[config.mk]
export PLATFORM = sky130hd
export DESIGN_NAME = sgh_sqrt
export DESIGN_NICKNAME = d
export VERILOG_FILES = /design/src/hw/rtl/segment_gyration_histogram_assert.svh /design/src/hw/rtl/sgh_pkg.sv /design/src/hw/rtl/sgh_sqrt.sv
export SDC_FILE = /design/constraint.sdc
export NUM_CORES = 1
export LEC_CHECK = 0
export BUFFER_PORTS_ARGS = -buffer_cell sky130_fd_sc_hd__buf_4
export CORE_AREA = 2 2 125 127
export DETAILED_ROUTE_END_ITERATION = 8
export DIE_AREA = 0 0 127 129
export PLACE_DENSITY = 0.76
export SYNTH_ARGS = -nofsm -noshare
export SYNTH_HDL_FRONTEND = slang
export SYNTH_SLANG_ARGS = --single-unit
[constraint.sdc]
create_clock -name clk -period 3.5 [get_ports clk]
set_input_delay 0 -clock clk [delete_from_list [all_inputs] [get_ports clk]]
set_output_delay 0 -clock clk [all_outputs]
set_load 0.1 [all_outputs]
[src/hw/rtl/segment_gyration_histogram_assert.svh]
// Assertion macros for the block's top-level RTL file, the one file that includes them.
`ifndef SEGMENT_GYRATION_HISTOGRAM_ASSERT_SVH
`define SEGMENT_GYRATION_HISTOGRAM_ASSERT_SVH

// The consequent must hold in the same cycle as the antecedent.
`define SGH_ASSERT_NOW(lbl, ante, cons, msg) \
	lbl: assert property (@(posedge clk) disable iff (!arst_n) (ante) |-> (cons)) \
		else $error(msg);

// The consequent must hold in the cycle after the antecedent.
`define SGH_ASSERT_NEXT(lbl, ante, cons, msg) \
	lbl: assert property (@(posedge clk) disable iff (!arst_n) (ante) |=> (cons)) \
		else $error(msg);

`endif

[src/hw/rtl/sgh_pkg.sv]
package sgh_pkg;

	localparam int BEADS_PER_FRAME = 400;
	localparam int SEG_LEN = 10;
	localparam int HIST_BINS = 1024;
	localparam int NSEG = BEADS_PER_FRAME / SEG_LEN;

	localparam int POS_W = $clog2(BEADS_PER_FRAME);
	localparam int SLOT_W = $clog2(SEG_LEN);
	localparam int CNT_W = $clog2(SEG_LEN + 1);
	localparam int SEGC_W = $clog2(NSEG + 1);
	localparam int SEG_W = $clog2(NSEG);
	localparam int BIN_W = $clog2(HIST_BINS);
	localparam int SUM_W = 33 + SLOT_W;
	localparam int ACC_W = 66 + $clog2(3 * SEG_LEN);
	localparam int SQ_W = 2 * ((ACC_W + 1) / 2);
	localparam int ROOT_W = SQ_W / 2;
	localparam int REM_W = $clog2(SEG_LEN);
	localparam int DIV_DIGIT_W = 8;
	localparam int DIV_W = DIV_DIGIT_W * ((ACC_W + DIV_DIGIT_W - 1) / DIV_DIGIT_W);
	localparam int DIV_STEPS = DIV_W / DIV_DIGIT_W;
	localparam int DIV_CNT_W = $clog2(DIV_STEPS);
	localparam int DIV_RECIP_SH = 24;
	localparam int DIV_RECIP_W = 24;
	localparam int DIV_RECIP = ((2 ** DIV_RECIP_SH) + SEG_LEN - 1) / SEG_LEN;
	localparam int DIV_CUR_W = REM_W + DIV_DIGIT_W;
	localparam int DIV_PROD_W = DIV_CUR_W + DIV_RECIP_W;
	localparam int SQ_CNT_W = $clog2(ROOT_W);
	localparam int CLR_N = (HIST_BINS > NSEG) ? HIST_BINS : NSEG;
	localparam int CLR_W = $clog2(CLR_N);
	localparam int BUF_W = 96;
	localparam int S_DATA_W = 112;
	localparam int M_DATA_W = 304;

	localparam logic [1:0] KIND_BEAD = 2'd0;
	localparam logic [1:0] KIND_HIST = 2'd1;
	localparam logic [1:0] KIND_SEG = 2'd2;

	typedef enum logic [3:0] {
		S_CLEAR,
		S_IDLE,
		S_SUM,
		S_MEAN_GO,
		S_MEAN_WT,
		S_DEV_RD,
		S_DEV_SQ,
		S_DEV_END,
		S_VDIV_GO,
		S_VDIV_WT,
		S_SQRT_GO,
		S_SQRT_WT,
		S_BIN,
		S_UPD,
		S_UPD_WR,
		S_OUT
	} state_t;

	typedef struct packed {
		logic rd;
		logic upd;
		logic [BIN_W-1:0] bin;
		logic [SEG_W-1:0] seg;
		logic [31:0] rad;
	} stats_req_t;

endpackage

[src/hw/rtl/sgh_sqrt.sv]
module sgh_sqrt (
	input logic clk,
	input logic arst_n,
	input logic start,
	input logic [sgh_pkg::SQ_W-1:0] radicand,
	output logic done,
	output logic [sgh_pkg::ROOT_W-1:0] root
);

	logic busy_q;
	logic done_q;
	logic [sgh_pkg::SQ_CNT_W-1:0] cnt_q;
	logic [sgh_pkg::SQ_W-1:0] rad_q;
	logic [sgh_pkg::ROOT_W-1:0] root_q;
	logic [sgh_pkg::ROOT_W+1:0] rem_q;
	logic [sgh_pkg::ROOT_W+3:0] cur;
	logic [sgh_pkg::ROOT_W+3:0] trial;
	logic [sgh_pkg::ROOT_W+3:0] diff;
	logic ge;

	assign cur = {rem_q, rad_q[sgh_pkg::SQ_W-1 -: 2]};
	assign trial = {2'b00, root_q, 2'b01};
	assign ge = cur >= trial;
	assign diff = cur - trial;

	always_ff @(posedge clk or negedge arst_n) begin
		if (!arst_n) begin
			busy_q <= 1'b0;
			done_q <= 1'b0;
			cnt_q <= '0;
		end else begin
			done_q <= 1'b0;
			if (start) begin
				busy_q <= 1'b1;
				cnt_q <= '0;
			end else if (busy_q) begin
				cnt_q <= cnt_q + 1'b1;
				if (cnt_q == sgh_pkg::SQ_CNT_W'(sgh_pkg::ROOT_W - 1)) begin
					busy_q <= 1'b0;
					done_q <= 1'b1;
				end
			end
		end
	end

	always_ff @(posedge clk) begin
		if (start) begin
			rad_q <= radicand;
			root_q <= '0;
			rem_q <= '0;
		end else if (busy_q) begin
			rad_q <= {rad_q[sgh_pkg::SQ_W-3:0], 2'b00};
			root_q <= {root_q[sgh_pkg::ROOT_W-2:0], ge};
			rem_q <= ge ? diff[sgh_pkg::ROOT_W+1:0] : cur[sgh_pkg::ROOT_W+1:0];
		end
	end

	assign done = done_q;
	assign root = root_q;

endmodule

==> impl_metrics.tcl <==
set metrics [dict create \
    setup_viol 0 \
    fp.dieW_um 127 \
    finalHoldViolCount 0 \
    rr_startpoint "root[0]$_SDFFE_PP0P_" \
    cts.sinks 154 \
    grt.total_usage_pct 26.6 \
    grt_max_degree 57 \
    finClkSkew_ns 0.0107 \
    syn_area_per_cell_sq_um 10.2 \
    max_stage_delay_ns 0.51 \
    first_iter_violations 540 \
    fin_cells 1210 \
    critical_path.startpoint "root[0]$_SDFFE_PP0P_" \
    ys_ff_latch 154 \
    cts_buffer_depth 2 \
    via_per_inst 5.78 \
    synthArstFlopShare_pct 5.19 \
    wirelength_mm 21.4 \
    met3_length_mm 1.28 \
    slowest_stage "nand2b_1" \
    dp_slack_ns 0.391 \
    fmax_mhz 316 \
    met2_length_mm 10.3 \
    hp-start "start" \
    worstMarginPinSlew_ns 0.702 \
    drt-met1-wl_mm 9.46 \
    placedInstanceArea_sq_um 9580 \
    whs_path_depth 2 \
    placementRows 45 \
    clk_latency_ns 0.43 \
    status "finished, final reports clean" \
    dp_cells 1105 \
    grt_remaining_overflow 0 \
    highest_layer "met4" \
    synth_nets 964 \
    drc 0 \
    ctsHoldBuffers 74 \
    r2r_setup_slack_ns 0.33 \
    fin_setup_tns_ns 0 \
    clk_pin_slew_ns 0.07 \
    comb_power_share_pct 49.9 \
    cts_root_buf "clkbuf_16" \
    cts_tree "built" \
    cts_resized 0 \
    htree_levels 4 \
    yosys_most_used_dff "dfxtp_1" \
    initial_utilization_pct 58.1 \
    startpoint_type "flop" \
    ys_warn_count 0 \
    finalCritPeriodShare_pct 90.5 \
    final_common_cell "buf_4" \
    crit_path_max_fanout 11 \
    grt_pass1_wl_mm 34.8 \
    syn_inst 850 \
    power.density_nw_per_um2 752 \
    p_sw_uw 3230 \
    min_path_type "primary input to flop" \
    synth_top_cell_by_area "edfxtp_1" \
    synthesis.area_sq_um 8700 \
    p_clk_share_pct 21.5 \
    yosys.cell_types.count 74 \
    ir_drop_v 0.000506 \
    netlist_top_cells_area "edfxtp_1 (25%), dfxtp_1 (17%), mux2_2 (9.2%), mux2i_1 (5.9%), ha_1 (5.6%)" \
    finalMaxSlewViolations 0 \
    postCtsSetupRepairBufs 0 \
    seqPwrFrac_pct 28.6 \
    synth.top_cell.area_share_pct 24.9 \
    p_int_uw 4950 \
    grt_pass1_vias 6958 \
    path_cells "inv_1 -> ha_1 -> nor2b_1 -> o31a_1 -> o31ai_2 -> nand2_1 -> o22ai_1 -> a32o_2 -> nand2b_1 -> o211ai_1" \
    cp.arrival_ns 3.45 \
    avgRoutedWirePerCell_um 17.7 \
    switching_share_pct 39.4 \
    dieArea_sq_um 16400 \
    cts_inserted_buffers 17 \
    io_buffers 111 \
    relSlewSlack_pct 53.1 \
    antennaDiodeCount 0 \
    antenna_found_initial 0 \
    utilization_pct 72.6 \
    layout_common_cells "buf_4 (121), nor2_1 (90), dlygate4sd3_1 (74), dfxtp_1 (74), edfxtp_1 (72)" \
    worstSetupPathType "flop to flop" \
    finalWeightedCongestion 0.921 \
    area_growth_pct 25.0 \
    yosysSeqAreaShare_pct 44.2 \
    total_leakage_power_uw 0.00469 \
    cp-end-kind "flop" \
    holdPathEnd "rad_q[1]$_SDFFCE_PN0P_" \
    drive_gt1_share_pct 23.3 \
    antenna_left 0 \
    final_nets 1124 \
    fin_crit_ns 3.17 \
    r2r-end "rem_q[32]$_SDFFE_PP0P_" \
    finish.instance_area_sq_um 10900 \
    synth_edf_count 72 \
    cap_violations 0 \
    die_h_um 129 \
    vias 6997 \
    core-area_sq_um 15000 \
    dp_hpwl_mm 12.8 \
    crit_required_ns 3.78 \
    dr.pass1.iters 7 \
    rr_worst_depth 10 \
    pin_count 112 \
    timing.final.ws_setup_ns 0.334 \
    rsz0062_at_grt "false" \
    n_fill_cell 1055 \
]
## stage by stage
step           hold slack (ns)  power [uW]
2_1_floorplan           -0.296        5700
3_3_place_gp            -0.172        6230
3_5_place_dp            -0.176        6280
4_1_cts                  0.299        8110
5_1_grt                  0.313        8710
6_report                 0.292        8180
## logic make-up (layout without fill, tap and decap cells)
logic type,after synthesis,in the layout,share of synthesized area (%)
multiplexers,122,122,15.1
buffers and inverters,106,278,5.48
adder cells (fa/ha/maj),39,39,5.61
AND/OR/NAND/NOR,212,212,11.8
AO/OA/AOI/OAI,181,181,14.2
XOR/XNOR,36,36,3.62
flip-flops,154,154,44.2
## layer usage
| metal | GRT usage [%] | vias up |
|---|---|---|
| met1 | 34.4 | 3289 |
| met2 | 44.8 | 247 |
| li1 | - | 3423 |
| met3 | 6.69 | 38 |
| met5 | 0 | - |
| met4 | 7.37 | 0 |
## critical path: cells and delay by family (launching register included)
kind,cells,cell delay (ns)
adders and majority gates,1,0.36
buffers and inverters,1,0.08
and+or+nand+nor,3,0.87
AOI/OAI and AO/OA,5,1.36
DFF,1,0.36
## worst max path at each step
stage                                   to  depth (start not counted)  slack [ns]
floorplan           rem_q[35]$_SDFFE_PP0P_                         11        0.20
global placement    rem_q[32]$_SDFFE_PP0P_                         10        0.48
detailed placement  rem_q[32]$_SDFFE_PP0P_                         10        0.39
CTS                 rem_q[32]$_SDFFE_PP0P_                         10        0.37
global route        rem_q[32]$_SDFFE_PP0P_                         10        0.11
finish              rem_q[32]$_SDFFE_PP0P_                         10        0.33
## power groups by stage
stage | clock [uW] | combinational, uW | sequential, uW
after global placement | 0 | 3870 | 2360
after CTS | 1760 | 4020 | 2330
after floorplan | 0 | 3310 | 2390
after detailed placement | 0 | 3920 | 2360
after global routing | 1850 | 4490 | 2360
final | 1760 | 4080 | 2340
## synthesized netlist by cell type, drive strengths merged, types with 19 or more instances
master	number
mux2	71
nand2	41
nor2	90
clkbuf	31
o21ai	39
buf	24
inv	51
edfxtp	72
xor2	19
mux2i	51
dfxtp	74
ha	39
a21oi	39
## cell type report
cell class	instances	area (sq um)	share of cell area [%]
multi-input cells	590	4380	40.3
flip-flops and latches	154	3850	35.4
repair buffers	196	1670	15.3
clock buffers	18	429	3.95
well taps	188	235	2.16
inverters	51	191	1.76
clock inverters	13	121	1.12
## sequential cells by signal, indices dropped and copies added (netlist names)
name / cells
rad_q: 72
rem_q: 38
busy_q: 1
cnt_q: 6
root: 36
done: 1
(Power assumes the default switching activity.)
