[src/hw/rtl/segment_gyration_histogram_assert.svh]
// Assertion macros for the block's top-level RTL file, the one file that includes them.
`ifndef SEGMENT_GYRATION_HISTOGRAM_ASSERT_SVH
`define SEGMENT_GYRATION_HISTOGRAM_ASSERT_SVH

// The consequent must hold in the same cycle as the antecedent.
`define SGH_ASSERT_NOW(lbl, ante, cons, msg) \
	lbl: assert property (@(posedge clk) disable iff (!arst_n) (ante) |-> (cons)) \
		else $error(msg);

// The consequent must hold in the cycle after the antecedent.
`define SGH_ASSERT_NEXT(lbl, ante, cons, msg) \
	lbl: assert property (@(posedge clk) disable iff (!arst_n) (ante) |=> (cons)) \
		else $error(msg);

`endif

[src/hw/rtl/sgh_pkg.sv]
package sgh_pkg;

	localparam int BEADS_PER_FRAME = 400;
	localparam int SEG_LEN = 10;
	localparam int HIST_BINS = 1024;
	localparam int NSEG = BEADS_PER_FRAME / SEG_LEN;

	localparam int POS_W = $clog2(BEADS_PER_FRAME);
	localparam int SLOT_W = $clog2(SEG_LEN);
	localparam int CNT_W = $clog2(SEG_LEN + 1);
	localparam int SEGC_W = $clog2(NSEG + 1);
	localparam int SEG_W = $clog2(NSEG);
	localparam int BIN_W = $clog2(HIST_BINS);
	localparam int SUM_W = 33 + SLOT_W;
	localparam int ACC_W = 66 + $clog2(3 * SEG_LEN);
	localparam int SQ_W = 2 * ((ACC_W + 1) / 2);
	localparam int ROOT_W = SQ_W / 2;
	localparam int REM_W = $clog2(SEG_LEN);
	localparam int DIV_DIGIT_W = 8;
	localparam int DIV_W = DIV_DIGIT_W * ((ACC_W + DIV_DIGIT_W - 1) / DIV_DIGIT_W);
	localparam int DIV_STEPS = DIV_W / DIV_DIGIT_W;
	localparam int DIV_CNT_W = $clog2(DIV_STEPS);
	localparam int DIV_RECIP_SH = 24;
	localparam int DIV_RECIP_W = 24;
	localparam int DIV_RECIP = ((2 ** DIV_RECIP_SH) + SEG_LEN - 1) / SEG_LEN;
	localparam int DIV_CUR_W = REM_W + DIV_DIGIT_W;
	localparam int DIV_PROD_W = DIV_CUR_W + DIV_RECIP_W;
	localparam int SQ_CNT_W = $clog2(ROOT_W);
	localparam int CLR_N = (HIST_BINS > NSEG) ? HIST_BINS : NSEG;
	localparam int CLR_W = $clog2(CLR_N);
	localparam int BUF_W = 96;
	localparam int S_DATA_W = 112;
	localparam int M_DATA_W = 304;

	localparam logic [1:0] KIND_BEAD = 2'd0;
	localparam logic [1:0] KIND_HIST = 2'd1;
	localparam logic [1:0] KIND_SEG = 2'd2;

	typedef enum logic [3:0] {
		S_CLEAR,
		S_IDLE,
		S_SUM,
		S_MEAN_GO,
		S_MEAN_WT,
		S_DEV_RD,
		S_DEV_SQ,
		S_DEV_END,
		S_VDIV_GO,
		S_VDIV_WT,
		S_SQRT_GO,
		S_SQRT_WT,
		S_BIN,
		S_UPD,
		S_UPD_WR,
		S_OUT
	} state_t;

	typedef struct packed {
		logic rd;
		logic upd;
		logic [BIN_W-1:0] bin;
		logic [SEG_W-1:0] seg;
		logic [31:0] rad;
	} stats_req_t;

endpackage

[src/hw/rtl/sgh_div.sv]
module sgh_div (
	input logic clk,
	input logic arst_n,
	input logic start,
	input logic [sgh_pkg::ACC_W-1:0] dividend,
	output logic done,
	output logic [sgh_pkg::ACC_W-1:0] quotient
);

	// Divides by SEG_LEN one byte per cycle; each byte digit comes from a
	// reciprocal multiplication that is exact for the remainder-prefixed byte.
	logic busy_q;
	logic done_q;
	logic [sgh_pkg::DIV_CNT_W-1:0] cnt_q;
	logic [sgh_pkg::DIV_W-1:0] work_q;
	logic [sgh_pkg::REM_W-1:0] rem_q;
	logic [sgh_pkg::DIV_CUR_W-1:0] cur;
	logic [sgh_pkg::DIV_PROD_W-1:0] prod;
	logic [sgh_pkg::DIV_DIGIT_W-1:0] digit;
	logic [sgh_pkg::DIV_CUR_W-1:0] back;
	logic [sgh_pkg::REM_W-1:0] rem_n;

	assign cur = {rem_q, work_q[sgh_pkg::DIV_W-1 -: sgh_pkg::DIV_DIGIT_W]};
	assign prod = sgh_pkg::DIV_PROD_W'(cur) * sgh_pkg::DIV_PROD_W'(sgh_pkg::DIV_RECIP);
	assign digit = prod[sgh_pkg::DIV_RECIP_SH +: sgh_pkg::DIV_DIGIT_W];
	assign back = sgh_pkg::DIV_CUR_W'(digit) * sgh_pkg::DIV_CUR_W'(sgh_pkg::SEG_LEN);
	assign rem_n = sgh_pkg::REM_W'(cur - back);

	always_ff @(posedge clk or negedge arst_n) begin
		if (!arst_n) begin
			busy_q <= 1'b0;
			done_q <= 1'b0;
			cnt_q <= '0;
		end else begin
			done_q <= 1'b0;
			if (start) begin
				busy_q <= 1'b1;
				cnt_q <= '0;
			end else if (busy_q) begin
				cnt_q <= cnt_q + 1'b1;
				if (cnt_q == sgh_pkg::DIV_CNT_W'(sgh_pkg::DIV_STEPS - 1)) begin
					busy_q <= 1'b0;
					done_q <= 1'b1;
				end
			end
		end
	end

	always_ff @(posedge clk) begin
		if (start) begin
			work_q <= sgh_pkg::DIV_W'(dividend);
			rem_q <= '0;
		end else if (busy_q) begin
			work_q <= {work_q[sgh_pkg::DIV_W-sgh_pkg::DIV_DIGIT_W-1:0], digit};
			rem_q <= rem_n;
		end
	end

	assign done = done_q;
	assign quotient = work_q[sgh_pkg::ACC_W-1:0];

endmodule

[config.mk]
export PLATFORM = sky130hd
export DESIGN_NAME = sgh_div
export DESIGN_NICKNAME = d
export VERILOG_FILES = /design/src/hw/rtl/segment_gyration_histogram_assert.svh /design/src/hw/rtl/sgh_pkg.sv /design/src/hw/rtl/sgh_div.sv
export SDC_FILE = /design/constraint.sdc
export NUM_CORES = 1
export LEC_CHECK = 0
export ABC_AREA = 1
export BUFFER_PORTS_ARGS = -buffer_cell sky130_fd_sc_hd__buf_4
export CAP_MARGIN = 20
export CORE_UTILIZATION = 41
export DETAILED_ROUTE_END_ITERATION = 12
export PLACE_DENSITY = 0.68
export SYNTH_ARGS = -nofsm -noshare
export SYNTH_HDL_FRONTEND = slang
export SYNTH_SLANG_ARGS = --single-unit
[constraint.sdc]
create_clock -name clk -period 5.78 [get_ports clk]
set_input_delay 0.289 -clock clk [delete_from_list [all_inputs] [get_ports clk]]
set_output_delay 0.289 -clock clk [all_outputs]
set_load 0.02 [all_outputs]
==> key figures <==
Outcome
  – Outcome: finished, final reports clean

STA
  – Max-slew headroom: 36.74%
  – Tightest Pin Transition: 948.9 ps
  – Worst Skew: 10.77 ps
  – RSZ-0062 raised after global routing: false
  – Final hold viol count: 0
  – Setup TNS: 0 ps
  – Final setup violation count: 0
  – Tcrit/Tclk final: 94.15%
  – Min Clock Period, post-route: 5442 ps
  – Hold slack: 212.7 ps
  – Fmax: 0.1838 GHz
  – Slew Viols, Final: 0

Global routing
  – First-pass GRT wire length: 26,320 um
  – Largest net degree at the start of global routing: 81
  – Grt total ovfl: 0
  – Most Used Layer, Global Route: met2
  – GR Util met1: between 20% and 30%
  – Number of antenna violations at the first check in global routing: 0
  – GRT Total Usage: 18.57%
  – GR Util met2: 29.74%
  – M3 GR Usage: 3.292%
  – Vias in the first global route: 5,175

Drt
  – Antenna-violating nets left: 0
  – 1st-iter DRT viols: approximately 400
  – Drt first pass iters: 5
  – DR WL/cell: 14.52 um
  – DR vias: 5,607
  – # DRC: 0
  – Detailed Route WL: 17,030 um
  – Number of vias per cell: 4.780

Worst hold path
  – Hold depth: 3
  – Hold Path End: work_q[21]
  – Worst Hold Launch: dividend[21]
  – Worst hold path type: in -> reg

Synthesis
  – Synth Area in Simple Gates: 20.74%
  – YS warnings: 0
  – Flip-flop and latch count after synthesis: 82
  – Syn_area_per_cell: 8.373 um2
  – Area share of fa/ha/maj cells after synthesis: around a quarter
  – Compound-cell area share of the yosys netlist: roughly 4.4%
  – Post-synthesis sequential area ratio: roughly 33%
  – Post-synthesis cell count: 871
  – Post-synthesis mux area share: 0%
  – Post-Synth XOR/XNOR Area: 0.6004%
  – Area of the mapped netlist: 7293 um2
  – Cell variety after synth: 31
  – Post-Syn Nets: 1,071
  – Largest family of logic cells by synthesized area: adder cells

Layout
  – Fillers: around 1,600
  – Area Growth Syn to Fin: 15.37%
  – Commonest non-fill, non-tap cell in the layout: nand2_1
  – Most frequent cells in the layout: 289 x nand2_1, 148 x buf_4, 136 x inv_1
  – # diodes: 0
  – Multi-input logic area: around 3800 um2
  – Register area: 2384 um2
  – Fraction of layout cells with a size suffix above 1: 19.51%
  – Fin nets: 1,143
  – Post-route insts no fill: 1,173

Floorplan
  – Die extent in x: 135.4 um
  – DIE HEIGHT: 135.4 um
  – Ports: ~150
  – Starting Density: 42.02%
  – Std-Cell Rows: 48
  – Core area: 17,360 um2
  – Die ar.: 18,330 um2

Setup path
  – R2r startpoint: work_q[68]
  – CP Launch Type: flip-flop
  – Reg2Reg Setup Slack: 340 ps
  – Critical path arrival: 5680 ps
  – Max FO, Critical Path: 5
  – Worst setup EP type: flip-flop
  – Setup CP Type: reg -> reg
  – Reg2Reg Capture Point: rem_q[3]
  – Critical Path RT: approximately 6000 ps
  – FF-to-FF path depth: 27

Clock network
  – CTS HTree Levels: 3
  – Skew-Pair Late Insertion Delay: 340 ps
  – Total CTS buffers: 9
  – CTS tree: done
  – Root Driver: clkbuf_16
  – Clk slew on worst S/H paths: about 70 ps
  – Max Buffers Root-to-Sink: 2
  – Clock tree sinks: 82

Placement
  – Placed insts: ~1,200
  – IO buf count: 145
  – Dpl hpwl: 13,580 um
  – Final Wtd Congestion: around 0.99

Run
  – Max-cap violations: 0
[routing by layer]
metal / share of wire [%] / up-vias
met5: 0 / -
li1: - / 2809
met4: 0.78 / 0
met3: 5.8 / 9
met2: 47 / 173
met1: 46 / 2616
[worst max-delay path by stage]
| stage | slack [ps] | start | end | cells after the start |
|---|---|---|---|---|
| floorplan | 550 | work_q[70] | rem_q[3] | 26 |
| CTS | 150 | rem_q[2] | rem_q[3] | 28 |
| detailed placement | 180 | rem_q[2] | rem_q[3] | 28 |
| finish | 340 | work_q[68] | rem_q[3] | 27 |
| global route | 20 | work_q[68] | rem_q[3] | 27 |
| global placement | 300 | rem_q[2] | rem_q[3] | 28 |
[cell usage after synthesis, drive strengths merged]
library cell / n / area share (%)
nand2: 296 / 15
inv: 138 / 7.1
ha: 81 / 14
buf: 75 / 7.6
edfxtp: 71 / 29
fa: 45 / 12
nor2: 38 / 2.2
a21oi: 26 / 1.8
nand3: 25 / 2.1
o21ai: 22 / 1.5
clkbuf: 13 / 0.67
nor3: 7 / 0.48
a21o: 6 / 0.62
dfrtp: 6 / 2.1
dfxtp: 5 / 1.4
nand4: 5 / 0.43
xor2: 3 / 0.36
a31oi: 2 / 0.17
o21bai: 2 / 0.21
xnor2: 2 / 0.24
a211oi: 1 / 0.10
and3: 1 / 0.086
nor4: 1 / 0.086
[state kept, by name, indices dropped and copies added, names as in the netlist]
signal	cells
work_q	72
done	1
rem_q	4
cnt_q	4
busy_q	1
[critical path, cell delays in order, from the launching register on]
cell and delay, ps:
edfxtp_1 440, inv_1 70, ha_1 270, inv_1 70, fa_1 460, fa_1 560, inv_1 80, fa_1 480
inv_1 50, fa_1 530, ha_1 370, nand2_1 110, nor2_2 200, nand3_2 100, nor2_2 90, nand2_2 90
nand3_2 120, nand2_1 70, ha_1 180, fa_1 400, xnor2_2 170, inv_1 70, nand3_2 80, nand2_1 50
nand2_1 50, nand3_1 60, nand2_1 70, inv_1 40
[cells by family (layout without fill, tap and decap cells)]
family | Yosys count | in the layout
adder cells (fa/ha/maj) | 126 | 126
flip-flops | 82 | 82
AO/OA/AOI/OAI | 59 | 59
buffers and inverters | 226 | 303
AND/OR/NAND/NOR | 373 | 373
XOR/XNOR | 5 | 5
[through the flow]
step	setup WS [ps]	instance area [um2]	util (%)
after floorplan	549.7	7293	-
after global placement	300.3	8092	46.62
after detailed placement	181.5	8092	46.62
after CTS	151.9	8396	48.37
after global routing	23.30	8414	48.48
final	337.9	8414	48.48
[final cells by class]
type,instances,share of cell area [%]
clock buffer,10,2.721
clock inverter,6,0.7732
inverter,138,6.156
multi-input combinational,563,45.35
sequential,82,28.33
tap,225,3.346
timing repair buffer,149,13.32
[what timing repair did]
action                                  CTS  global route
hold endpoints to repair                  6             0
gates resized for setup                   0             5
endpoints found under the setup margin    0             1
setup buffers                             0             0
hold buffers                              1             0
Power is left out: the tool's default activity adds up to more than one toggle a clock period on the data nets, which glitch-free logic cannot reach.
